==> src/sv/lcd_video_ram_port_and_pixel_fetch_macros.svh <==
// Assertion macros shared by the video RAM port and pixel fetch block.
// Depends on nothing; included by the files that carry assertions.
`ifndef LCD_VIDEO_RAM_PORT_AND_PIXEL_FETCH_MACROS_SVH
`define LCD_VIDEO_RAM_PORT_AND_PIXEL_FETCH_MACROS_SVH

// Consequent must hold in the same cycle as the antecedent.
`define LVR_ASSERT_SAME(label, clk, rst_n, ante, cons) \
  label: assert property (@(posedge clk) disable iff (!rst_n) (ante) |-> (cons)) \
    else $error("lvr assertion failed");

// Consequent must hold in the cycle after the antecedent.
`define LVR_ASSERT_NEXT(label, clk, rst_n, ante, cons) \
  label: assert property (@(posedge clk) disable iff (!rst_n) (ante) |=> (cons)) \
    else $error("lvr assertion failed");

`endif

==> src/sv/lvr_pkg.sv <==
// Package for the LCD video RAM port and pixel fetch block.
// Holds the request codes, register indexes, sizes and shared structs.
package lvr_pkg;

  localparam int VRAM_BYTES     = 16384;
  localparam int VRAM_PAIRS     = VRAM_BYTES / 2;
  localparam int ADDR_W         = $clog2(VRAM_PAIRS);
  localparam int SCREEN_LINES   = 150;
  localparam int SCREEN_COLUMNS = 160;

  localparam logic [7:0]        ROW_WRAP      = 8'hC8;
  localparam logic [7:0]        WIN_ROW       = 8'hD0;
  localparam logic [7:0]        MODE2_ROW     = 8'hF8;
  localparam logic [7:0]        TOP_WIN_LINES = 8'h10;
  localparam logic [ADDR_W-1:0] ROW_STEP      = ADDR_W'(32);

  typedef enum logic [2:0] {
    FUNC_SET_LOW  = 3'd0,
    FUNC_SET_HIGH = 3'd1,
    FUNC_READ     = 3'd2,
    FUNC_WRITE    = 3'd3,
    FUNC_RENDER   = 3'd4
  } func_t;

  typedef enum logic [2:0] {
    REG_DISPLAY_BLANK = 3'd0,
    REG_STEP_BY_ROW   = 3'd1,
    REG_TOP_WINDOW    = 3'd2,
    REG_SWAP_PLANES   = 3'd3,
    REG_SCROLL_X      = 3'd4,
    REG_SCROLL_Y      = 3'd5
  } cfg_reg_t;

  typedef struct packed {
    logic       display_blank;
    logic       step_by_row;
    logic       top_window;
    logic       swap_planes;
    logic [7:0] scroll_x;
    logic [7:0] scroll_y;
  } cfg_t;

  typedef struct packed {
    logic [ADDR_W-1:0] addr;
    logic [2:0]        x_lo;
    logic              mute;
  } pix_loc_t;

endpackage

==> src/sv/lvr_pix_addr.sv <==
// Maps a scanline and column to a video RAM byte pair address and bit position.
// Applies scroll, the fixed window modes, blanking and screen bounds; uses lvr_pkg.
module lvr_pix_addr (
  input  lvr_pkg::cfg_t     cfg,
  input  logic [7:0]        line,
  input  logic [7:0]        column,
  output lvr_pkg::pix_loc_t loc
);

  logic [8:0] row_sum;
  logic [8:0] row_wrapped;
  logic [7:0] row;
  logic [7:0] xoff;
  logic [7:0] x;
  logic       off_screen;

  always_comb begin
    row_sum     = {1'b0, line} + {1'b0, cfg.scroll_y};
    row_wrapped = (row_sum >= {1'b0, lvr_pkg::ROW_WRAP}) ?
                  row_sum - {1'b0, lvr_pkg::ROW_WRAP} : row_sum;
    row  = line;
    xoff = cfg.scroll_x;
    if (cfg.scroll_y < lvr_pkg::ROW_WRAP) begin
      row = row_wrapped[7:0];
      if (cfg.top_window && line < lvr_pkg::TOP_WIN_LINES) begin
        row  = lvr_pkg::WIN_ROW + line;
        xoff = 8'd0;
      end
    end else if (!cfg.scroll_y[3] && line <= {5'd0, cfg.scroll_y[2:0]}) begin
      row  = lvr_pkg::MODE2_ROW + line + {5'd0, ~cfg.scroll_y[2:0]};
      xoff = 8'd0;
    end
    x = column + xoff;
    off_screen = ({1'b0, line} >= 9'(lvr_pkg::SCREEN_LINES)) ||
                 ({1'b0, column} >= 9'(lvr_pkg::SCREEN_COLUMNS));
    loc.addr = {row, x[7:3]};
    loc.x_lo = x[2:0];
    loc.mute = cfg.display_blank || off_screen;
  end

endmodule

==> config.mk <==
export PLATFORM = sky130hd
export DESIGN_NAME = lvr_pix_addr
export DESIGN_NICKNAME = d
export VERILOG_FILES = /design/src/sv/lcd_video_ram_port_and_pixel_fetch_macros.svh /design/src/sv/lvr_pkg.sv /design/src/sv/lvr_pix_addr.sv
export SDC_FILE = /design/constraint.sdc
export NUM_CORES = 1
export LEC_CHECK = 0
export BUFFER_PORTS_ARGS = -buffer_cell sky130_fd_sc_hd__buf_2
export CORE_UTILIZATION = 48
export DETAILED_ROUTE_END_ITERATION = 16
export PLACE_DENSITY = 0.83
export SLEW_MARGIN = 20
export SYNTH_ARGS = -nofsm -noshare
export SYNTH_HDL_FRONTEND = slang
export SYNTH_SLANG_ARGS = --single-unit
export TNS_END_PERCENT = 20
==> constraint.sdc <==
create_clock -name vclk -period 3.2
set_input_delay 0.16 -clock vclk [all_inputs]
set_output_delay 0.16 -clock vclk [all_outputs]
set_load 0.05 [all_outputs]
* Word level (Yosys, flattened, before mapping)
Cells that the tools add are included.
** Word-level totals
- Bits in registers :: 0
- Output and inout port bits :: 17
- Logic and storage cells :: 25
** Operators by class
- $add $sub $neg :: 6
- Order comparisons :: 6
- Mux-type cells :: 7
- Bitwise gates (word level) :: 1
- Reductions and logical operators :: 5
** Operators by type and width (number)
- 8-bit 2-to-1 mux :: 7
- 8-bit adder, first input constant :: 2
- 8-bit >= comparator, second input constant :: 2
- 8-bit by 8-bit adder with 9-bit output :: 1
- 9-bit by 8-bit >= comparator with 1-bit output, second input constant :: 1
- 8-bit by 3-bit adder with 8-bit output :: 1
- 8-bit adder :: 1
- 8-bit by 3-bit <= comparator with 1-bit output :: 1
- 8-bit by 5-bit less-than comparator with 1-bit output, second input constant :: 1
- 8-bit less-than comparator, second input constant :: 1
- 8-bit subtractor, second input constant :: 1
- 3-bit NOT :: 1
- 1-bit logical AND :: 2
- 1-bit logical OR :: 2
- 1-bit logical NOT :: 1

* Longest topological paths before layout
Gate-level depths: netlist of the first run.
- Depth after elaboration :: 5
- Gate-level depth with buffers :: 16
- Mapped depth without buffers :: 15

* Least setup slack after synthesis of the first run
No wires, ideal clock.
- Path kind :: input -> output
- Start :: in cfg[2] (netlist bit)
- End :: out loc[8] (netlist bit)
- Arrival :: 3.360 ns
- Required time :: 3.040 ns
- Setup slack :: -0.320 ns
- Stages :: 16
- Buffers on the path :: 1
- Cell sequence :: inv_1 > ha_1 > buf_2 > a211oi_1 > o2111ai_1 > a21oi_2 > a21oi_1 > and2_1 > ha_1 > a21o_1 > a21oi_1 > o21ai_0 > o21ai_0 > nand2b_1 > a21oi_1 > xnor2_1
** RTL lines
- from (decl) :: line lvr_pix_addr.sv:4 : input lvr_pkg::cfg_t cfg,
- to (decl) :: line lvr_pix_addr.sv:7 : output lvr_pkg::pix_loc_t loc

==> results of run 1 <==
## cell usage after synthesis (2+ instances only)
master	number	area, sq um
fa_1	3	60.1
a31o_2	2	17.5
o21a_1	3	22.5
nand4b_1	2	17.5
xnor2_1	15	131
a211oi_1	4	30.0
o311ai_1	2	17.5
or2_2	2	12.5
nand2_1	12	45.0
clkbuf_1	2	7.51
a21oi_1	13	65.1
o21ai_0	8	40.0
o221ai_1	2	17.5
o311ai_0	2	17.5
a21o_1	4	30.0
and3_1	2	12.5
nand2b_1	3	18.8
nor2b_1	2	12.5
nor2_1	12	45.0
o2111ai_1	2	17.5
nor3_1	6	30.0
o21bai_1	3	22.5
inv_1	12	45.0
nand3_1	5	25.0
ha_1	24	300
a21oi_2	2	17.5
xor2_1	2	17.5
a31oi_1	4	25.0
and2_1	7	43.8
## kinds of logic (layout without fill, tap and decap cells)
logic type	after synthesis	count (layout)	synth area share
AOI/OAI and AO/OA	63	63	0.343
and+or+nand+nor	59	59	0.232
adders and majority gates	27	27	0.262
xor gates and xnor gates	17	17	0.108
buffers and inverters	16	93	0.0445
muxes	1	1	0.0109
## where the power goes
part / internal [mW] / leakage (nW) / total [mW] / switching (mW)
combinational: 0.226 / 0.961 / 0.603 / 0.377
clock: 0 / 0 / 0 / 0
sequential: 0 / 0 / 0 / 0
total: 0.226 / 0.961 / 0.603 / 0.377
## per-layer routing
layer,vias up,share of wire
met5,-,0
met4,0,0.0094
met3,4,0.062
met2,78,0.49
met1,789,0.43
li1,841,-
## stage by stage
| stage | instances | util |
|---|---|---|
| after CTS | 291 | 0.706 |
| after global placement | 291 | 0.696 |
| after floorplan | 183 | - |
| final | 291 | 0.715 |
| after global routing | 291 | 0.715 |
| after detailed placement | 291 | 0.696 |
## area by class of cell
cell class / instances / area (sq um)
Fill cell: 227 / 778
Inverter: 12 / 45.0
Multi-Input combinational cell: 167 / 1380
Tap cell: 31 / 38.8
Timing Repair Buffer: 81 / 495
## worst paths after layout
check / cells after the start / startpoint / slack [ns] / to
worst max-delay path: 16 / cfg[1] / 0.13 / loc[7]
worst min-delay path: 3 / cfg[19] / 0.75 / loc[0]
## worst max-delay path, cell delays in order
cell and delay, ns:
buf_2 0.09, inv_1 0.05, ha_1 0.22, a211oi_2 0.23
o2111ai_1 0.14, a21oi_2 0.20, a21oi_2 0.11, and2_1 0.17
ha_1 0.21, fa_2 0.36, a21o_1 0.19, a21oi_2 0.16
o21bai_1 0.10, a21oi_2 0.20, xnor2_2 0.14, buf_6 0.18
## timing repair
item / CTS / global route
setup buffers: 0 / 0
gates resized for setup: 8 / 7
pin swaps: 1 / 4
endpoints found under the setup margin: 3 / 4
hold buffers: 0 / 0
==> run_results.csv, run 1 <==
group,metric,value,unit
status,outcome,"completed",
placement,io_buffer_count,51,
layout,nNetsFinal,325,
yosys,yosysSeqAreaShare,0,
yosys,syn_nets,246,
detailed_routing,first_pass_iters,4,
sta,worst_slew_pin_slew,0.395,ns
grt,antenna_found_initial,0,
sta,max_freq,326,MHz
detailed_routing,ant_nets,0,
layout,finalInstanceArea,1960,sq um
grt,grt_max_degree,10,
layout,layout_commonest_cell,"buf_2",
critical_path,crit_path_end_kind,"output port",
floorplan,coreArea,2730,sq um
floorplan,die_w,55.5,um
yosys,syn_area,1380,sq um
detailed_routing,viasPerCell,5.88,
placement,place_area,1900,sq um
grt,grtUsageTotal,0.263,
detailed_routing,dr.first_iter.drc_count,87,
sta,slew_violations,0,
run,drv_cap,0,
layout,regArea,0,sq um
detailed_routing,drc,0,
power_and_ir_drop,leakage,0.961,nW
layout,clkbuf_count,0,
critical_path,crit_path_start_kind,"input port",
layout,layout_common_cells,"buf_2 (48), buf_4 (30), ha_1 (23)",
power_and_ir_drop,cellPowerDensity,308,nW/um^2
floorplan,start_util,0.503,
layout,antenna_cells,0,
sta,tns,0,ns
sta,rsz0062_at_grt,"no",
detailed_routing,wirelength,4260,um
sta,period_share,0.960,
grt,grt_pass1_wl,6710,um
critical_path,crit_type,"input port to output port",
grt,grtUsageMet2,0.491,
critical_path,worstPathRequired,3.04,ns
sta,setup_violations,0,
placement,gp_congestion,0.914,
worst_hold_path,hold_path_class,"input port to output port",
grt,overflow,0,
floorplan,dieArea,3090,sq um
grt,globalRouteMet1Util,0.348,
layout,drive_gt1_frac,0.412,
floorplan,io_pins,53,
yosys,yosysWarnings,0,
yosys,netlist_instances,183,
sta,final_hold_viol_count,0,
yosys,synth_cell_types,50,
placement,post-place-ws,-0.232,ns
placement,dpl.hpwl,3510,um
sta,fin_hold_ws,0.750,ns
grt,use_met3,0.00468,
detailed_routing,post_drt_wl_per_cell,14.6,um
detailed_routing,vias,1712,
grt,busiest_layer,"met2",
layout,syn_to_final_growth,42.1,%
grt,first_global_vias,1561,
critical_path,crit_arrival,2.91,ns
power_and_ir_drop,p_total,0.603,mW
sta,max-slew-margin-rel,0.734,
power_and_ir_drop,vdd_ir_drop_max,0.000282,V
floorplan,std_cell_rows,19,
layout,seq_cells,0,
sta,min_period,3.07,ns
yosys,syn_avg_cell_area,7.52,sq um
critical_path,cp_max_fo,4,
floorplan,die_h,55.5,um
sta,final.setup.worst_slack,0.128,ns
No activity file was read; power rests on OpenSTA's default activity.
==> run 2, diff against run 1 <==
CELL_PAD_IN_SITES_DETAIL_PLACEMENT = 0   (was not set)
CELL_PAD_IN_SITES_GLOBAL_PLACEMENT = 1   (was not set)
CORE_ASPECT_RATIO = 1.2   (was not set)
CORE_UTILIZATION = 33   (was 48)
PLACE_DENSITY = 0.82   (was 0.83)
==> run_results.csv, run 2 (synthesis gave the netlist of run 1 again) <==
group,metric,value,unit
layout,regArea,0,sq um
layout,nNetsFinal,330,
layout,finalInstanceArea,2030,sq um
sta,min_period,3.04,ns
power_and_ir_drop,p_total,0.601,mW
sta,worst_slew_pin_slew,0.405,ns
power_and_ir_drop,vdd_ir_drop_max,0.000145,V
detailed_routing,wirelength,3960,um
layout,fillerInstances,398,
grt,grtUsageTotal,0.181,
layout,clkbuf_count,0,
placement,place_area,1950,sq um
layout,fin_cells,319,
detailed_routing,dr.first_iter.drc_count,34,
sta,max-slew-margin-rel,0.728,
detailed_routing,vias,1630,
detailed_routing,first_pass_iters,4,
grt,first_global_vias,1552,
floorplan,dieArea,4430,sq um
grt,grt_max_degree,10,
layout,fin_util,0.512,
placement,dp.cells,316,
critical_path,crit_path_start_kind,"input port",
sta,max_freq,329,MHz
floorplan,start_util,0.346,
grt,antenna_found_initial,0,
worst_hold_path,hold_path_end,"loc[0]",
grt,busiest_layer,"met2",
floorplan,io_pins,53,
grt,overflow,0,
sta,tns,0,ns
placement,post-place-ws,-0.216,ns
worst_hold_path,hold_path_class,"input port to output port",
status,outcome,"completed",
detailed_routing,drc,0,
floorplan,coreArea,3970,sq um
sta,setup_violations,0,
critical_path,crit_arrival,2.88,ns
sta,fin_hold_ws,0.736,ns
floorplan,die_h,72.7,um
layout,syn_to_final_growth,47.7,%
critical_path,crit_path_end_kind,"output port",
placement,dpl.hpwl,3400,um
grt,grtUsageMet2,0.365,
clock_tree,holdBufCountCts,0,
sta,final_hold_viol_count,0,
sta,slew_violations,0,
detailed_routing,ant_nets,0,
sta,final.setup.worst_slack,0.164,ns
worst_hold_path,min-delay-start,"cfg[19]",
power_and_ir_drop,cellPowerDensity,296,nW/um^2
layout,drive_gt1_frac,0.426,
layout,layout_common_cells,"buf_2 (49), buf_4 (35), ha_1 (23)",
worst_hold_path,hold_depth,3,
layout,layout_commonest_cell,"buf_2",
floorplan,die_w,61.0,um
floorplan,std_cell_rows,25,
power_and_ir_drop,leakage,0.985,nW
sta,period_share,0.949,
layout,antenna_cells,0,
detailed_routing,post_drt_wl_per_cell,12.4,um
placement,gp_congestion,0.842,
layout,seq_cells,0,
grt,globalRouteMet1Util,0.217,
placement,io_buffer_count,51,
detailed_routing,viasPerCell,5.11,
critical_path,worstPathRequired,3.04,ns
grt,use_met3,0.00709,
critical_path,cp_max_fo,5,
critical_path,crit_type,"input port to output port",
grt,grt_pass1_wl,6340,um
run,drv_cap,0,
run 2: cell types whose count changed in the layout (fill, tap and decap cells not counted), sizes merged:
cell    delta
buf        +6
clkbuf     -1
run 2: where the power goes:
| group | switching [mW] | leakage, nW | internal (mW) |
|---|---|---|---|
| registers | 0 | 0 | 0 |
| logic | 0.371 | 0.985 | 0.230 |
| clock network | 0 | 0 | 0 |
| total | 0.371 | 0.985 | 0.230 |
run 2: layout make-up:
type                       count  area, sq um  area share
tap                           54         67.6      0.0332
timing repair buffer          86          531       0.261
multi-input combinational    167         1390       0.684
inverter                      12         45.0      0.0222
run 2: what timing repair did:
item                                    4_1_cts  5_1_grt
endpoints found under the setup margin        2        4
hold endpoints to repair                      0        0
pin swaps                                     0        7
setup buffers                                 0        3
resized for setup                             9        8
cloned                                        0        0
run 2: critical path, cell delays in order:
cell and delay (ns):
buf_2 0.10, inv_2 0.04, ha_4 0.25, a211oi_4 0.23
o2111ai_2 0.13, a21oi_2 0.21, a21oi_2 0.11, and2_1 0.17
ha_1 0.21, fa_2 0.35, a21o_1 0.17, a21oi_2 0.16
o21bai_1 0.09, a21oi_2 0.17, xnor2_2 0.13, buf_6 0.18
run 2: routing by layer:
layer,part of all wire,vias up
met5,0,-
met4,0,0
met2,0.53,38
met3,0.036,0
met1,0.43,740
li1,-,852
run 2: how the worst max path moves through the flow:
| stage | endpoint | startpoint | slack, ns |
|---|---|---|---|
| floorplan | loc[7] | cfg[2] | -0.11 |
| global placement | loc[7] | cfg[2] | -0.15 |
| detailed placement | loc[7] | cfg[2] | -0.22 |
| CTS | loc[7] | cfg[2] | 0.002 |
| global route | loc[8] | cfg[2] | -0.02 |
| finish | loc[7] | cfg[2] | 0.16 |
==> run 3, diff against run 2 <==
PLACE_DENSITY = not set   (was 0.82)
PLACE_DENSITY_LB_ADDON = 0.1   (was not set)
==> run_results.csv, run 3 (synthesis gave the netlist of run 1 again) <==
group,metric,value,unit
status,outcome,"completed",
power_and_ir_drop,clockPowerShare,0,
sta,tns,0,ns
power_and_ir_drop,cellPowerDensity,303,nW/um^2
layout,nNetsFinal,322,
detailed_routing,wirelength,4240,um
floorplan,std_cell_rows,25,
critical_path,path_cells,"buf_2 > inv_1 > ha_4 > a211oi_4 > o2111ai_2 > a21oi_2 > a21oi_2 > and2_1 > ha_1 > fa_2 > a21o_1 > a21oi_2 > o21bai_1 > a21oi_2 > xnor2_2 > buf_6",
placement,io_buffer_count,51,
sta,max_freq,325,MHz
critical_path,crit_path_frequent_cell,"a21oi_2",
critical_path,worstPathRequired,3.04,ns
layout,layout_commonest_cell,"buf_2",
sta,fin_hold_ws,0.730,ns
sta,rsz0062_at_grt,"yes",
critical_path,crit_type,"input port to output port",
power_and_ir_drop,vdd_ir_drop_max,0.000119,V
sta,period_share,0.961,
clock_tree,post-cts-setup-buffers,0,
critical_path,crit_arrival,2.92,ns
clock_tree,holdBufCountCts,0,
detailed_routing,first_pass_iters,5,
grt,overflow,0,
critical_path,cp_max_fo,4,
detailed_routing,met3WireLength,112,um
power_and_ir_drop,leakage,0.958,nW
floorplan,die_h,72.7,um
placement,dpl.hpwl,3780,um
grt,grtUsageTotal,0.201,
critical_path,crit_path_end_kind,"output port",
floorplan,dieArea,4430,sq um
sta,worst_slew_pin_slew,0.464,ns
grt,antenna_found_initial,0,
floorplan,die_w,61.0,um
layout,layout_common_cells,"buf_2 (47), buf_4 (28), ha_1 (23)",
sta,max-slew-margin-rel,0.689,
grt,first_global_vias,1645,
layout,clkbuf_count,0,
layout,regArea,0,sq um
layout,fin_cells,311,
sta,setup_violations,0,
critical_path,cp_slowest_cell,"fa_2",
grt,grt_max_degree,10,
detailed_routing,met2WireLength,2420,um
layout,syn_to_final_growth,44.5,%
floorplan,start_util,0.346,
floorplan,coreArea,3970,sq um
detailed_routing,highest_layer,"met4",
critical_path,cp_slowest_stage_delay,0.36,ns
run,drv_cap,0,
layout,seq_cells,0,
detailed_routing,post_drt_wl_per_cell,13.6,um
sta,slew_violations,0,
detailed_routing,dr.first_iter.drc_count,23,
layout,finalInstanceArea,1990,sq um
floorplan,io_pins,53,
detailed_routing,met1Wirelength,1670,um
sta,final.setup.worst_slack,0.124,ns
sta,min_period,3.08,ns
placement,place_area,1910,sq um
layout,drive_gt1_frac,0.416,
detailed_routing,vias,1628,
placement,post-place-ws,-0.220,ns
sta,final_hold_viol_count,0,
detailed_routing,drc,0,
power_and_ir_drop,combPwrFrac,1.000,
power_and_ir_drop,switching_share,0.620,
grt,grt_pass1_wl,6990,um
detailed_routing,viasPerCell,5.23,
critical_path,crit_path_start_kind,"input port",
placement,dp.cells,311,
worst_hold_path,hold_path_class,"input port to output port",
power_and_ir_drop,p_int,0.229,mW
power_and_ir_drop,pwr-share-seq,0,
placement,gp_congestion,0.827,
detailed_routing,ant_nets,0,
power_and_ir_drop,switchingPower,0.373,mW
layout,fillerInstances,422,
layout,antenna_cells,0,
run 3: routing by layer:
layer | global-route usage | up-vias
met5 | 0 | -
met4 | 0.0227 | 0
met3 | 0.00355 | 4
met2 | 0.415 | 42
met1 | 0.224 | 748
li1 | - | 834
run 3: path summary, 6_finish.rpt:
check,startpoint,to,slack [ns],cells past startpoint
worst max-delay path,cfg[2],loc[7],0.12,16
worst min-delay path,cfg[19],loc[0],0.73,3
run 3: critical path: cells and delay by family:
family          cells  cell delay [ns]
compound gates      8             1.28
simple gates        1             0.18
buf+inv             3             0.37
fa+ha+maj           3             0.79
xor+xnor            1             0.13
run 3: final cells by class:
class	count	area [sq um]	share of cell area
well taps	54	67.6	0.0340
inverters	12	45.0	0.0227
multi-input cells	167	1400	0.704
repair buffers	78	475	0.239
run 3: power groups by stage:
stage               clock network, mW  registers [mW]  logic [mW]
floorplan                           0               0       0.422
global placement                    0               0       0.564
detailed placement                  0               0       0.576
CTS                                 0               0       0.592
global route                        0               0       0.650
finish                              0               0       0.602
run 3: timing repair:
| item | 4_1_cts | 5_1_grt |
|---|---|---|
| endpoints found under the setup margin | 2 | 5 |
| gates resized for setup | 10 | 12 |
| pin swaps | 0 | 6 |
run 3: stage by stage:
step / power (mW) / util
floorplan: 0.422 / -
CTS: 0.592 / 0.489
finish: 0.602 / 0.500
global placement: 0.564 / 0.480
global route: 0.650 / 0.500
detailed placement: 0.576 / 0.480
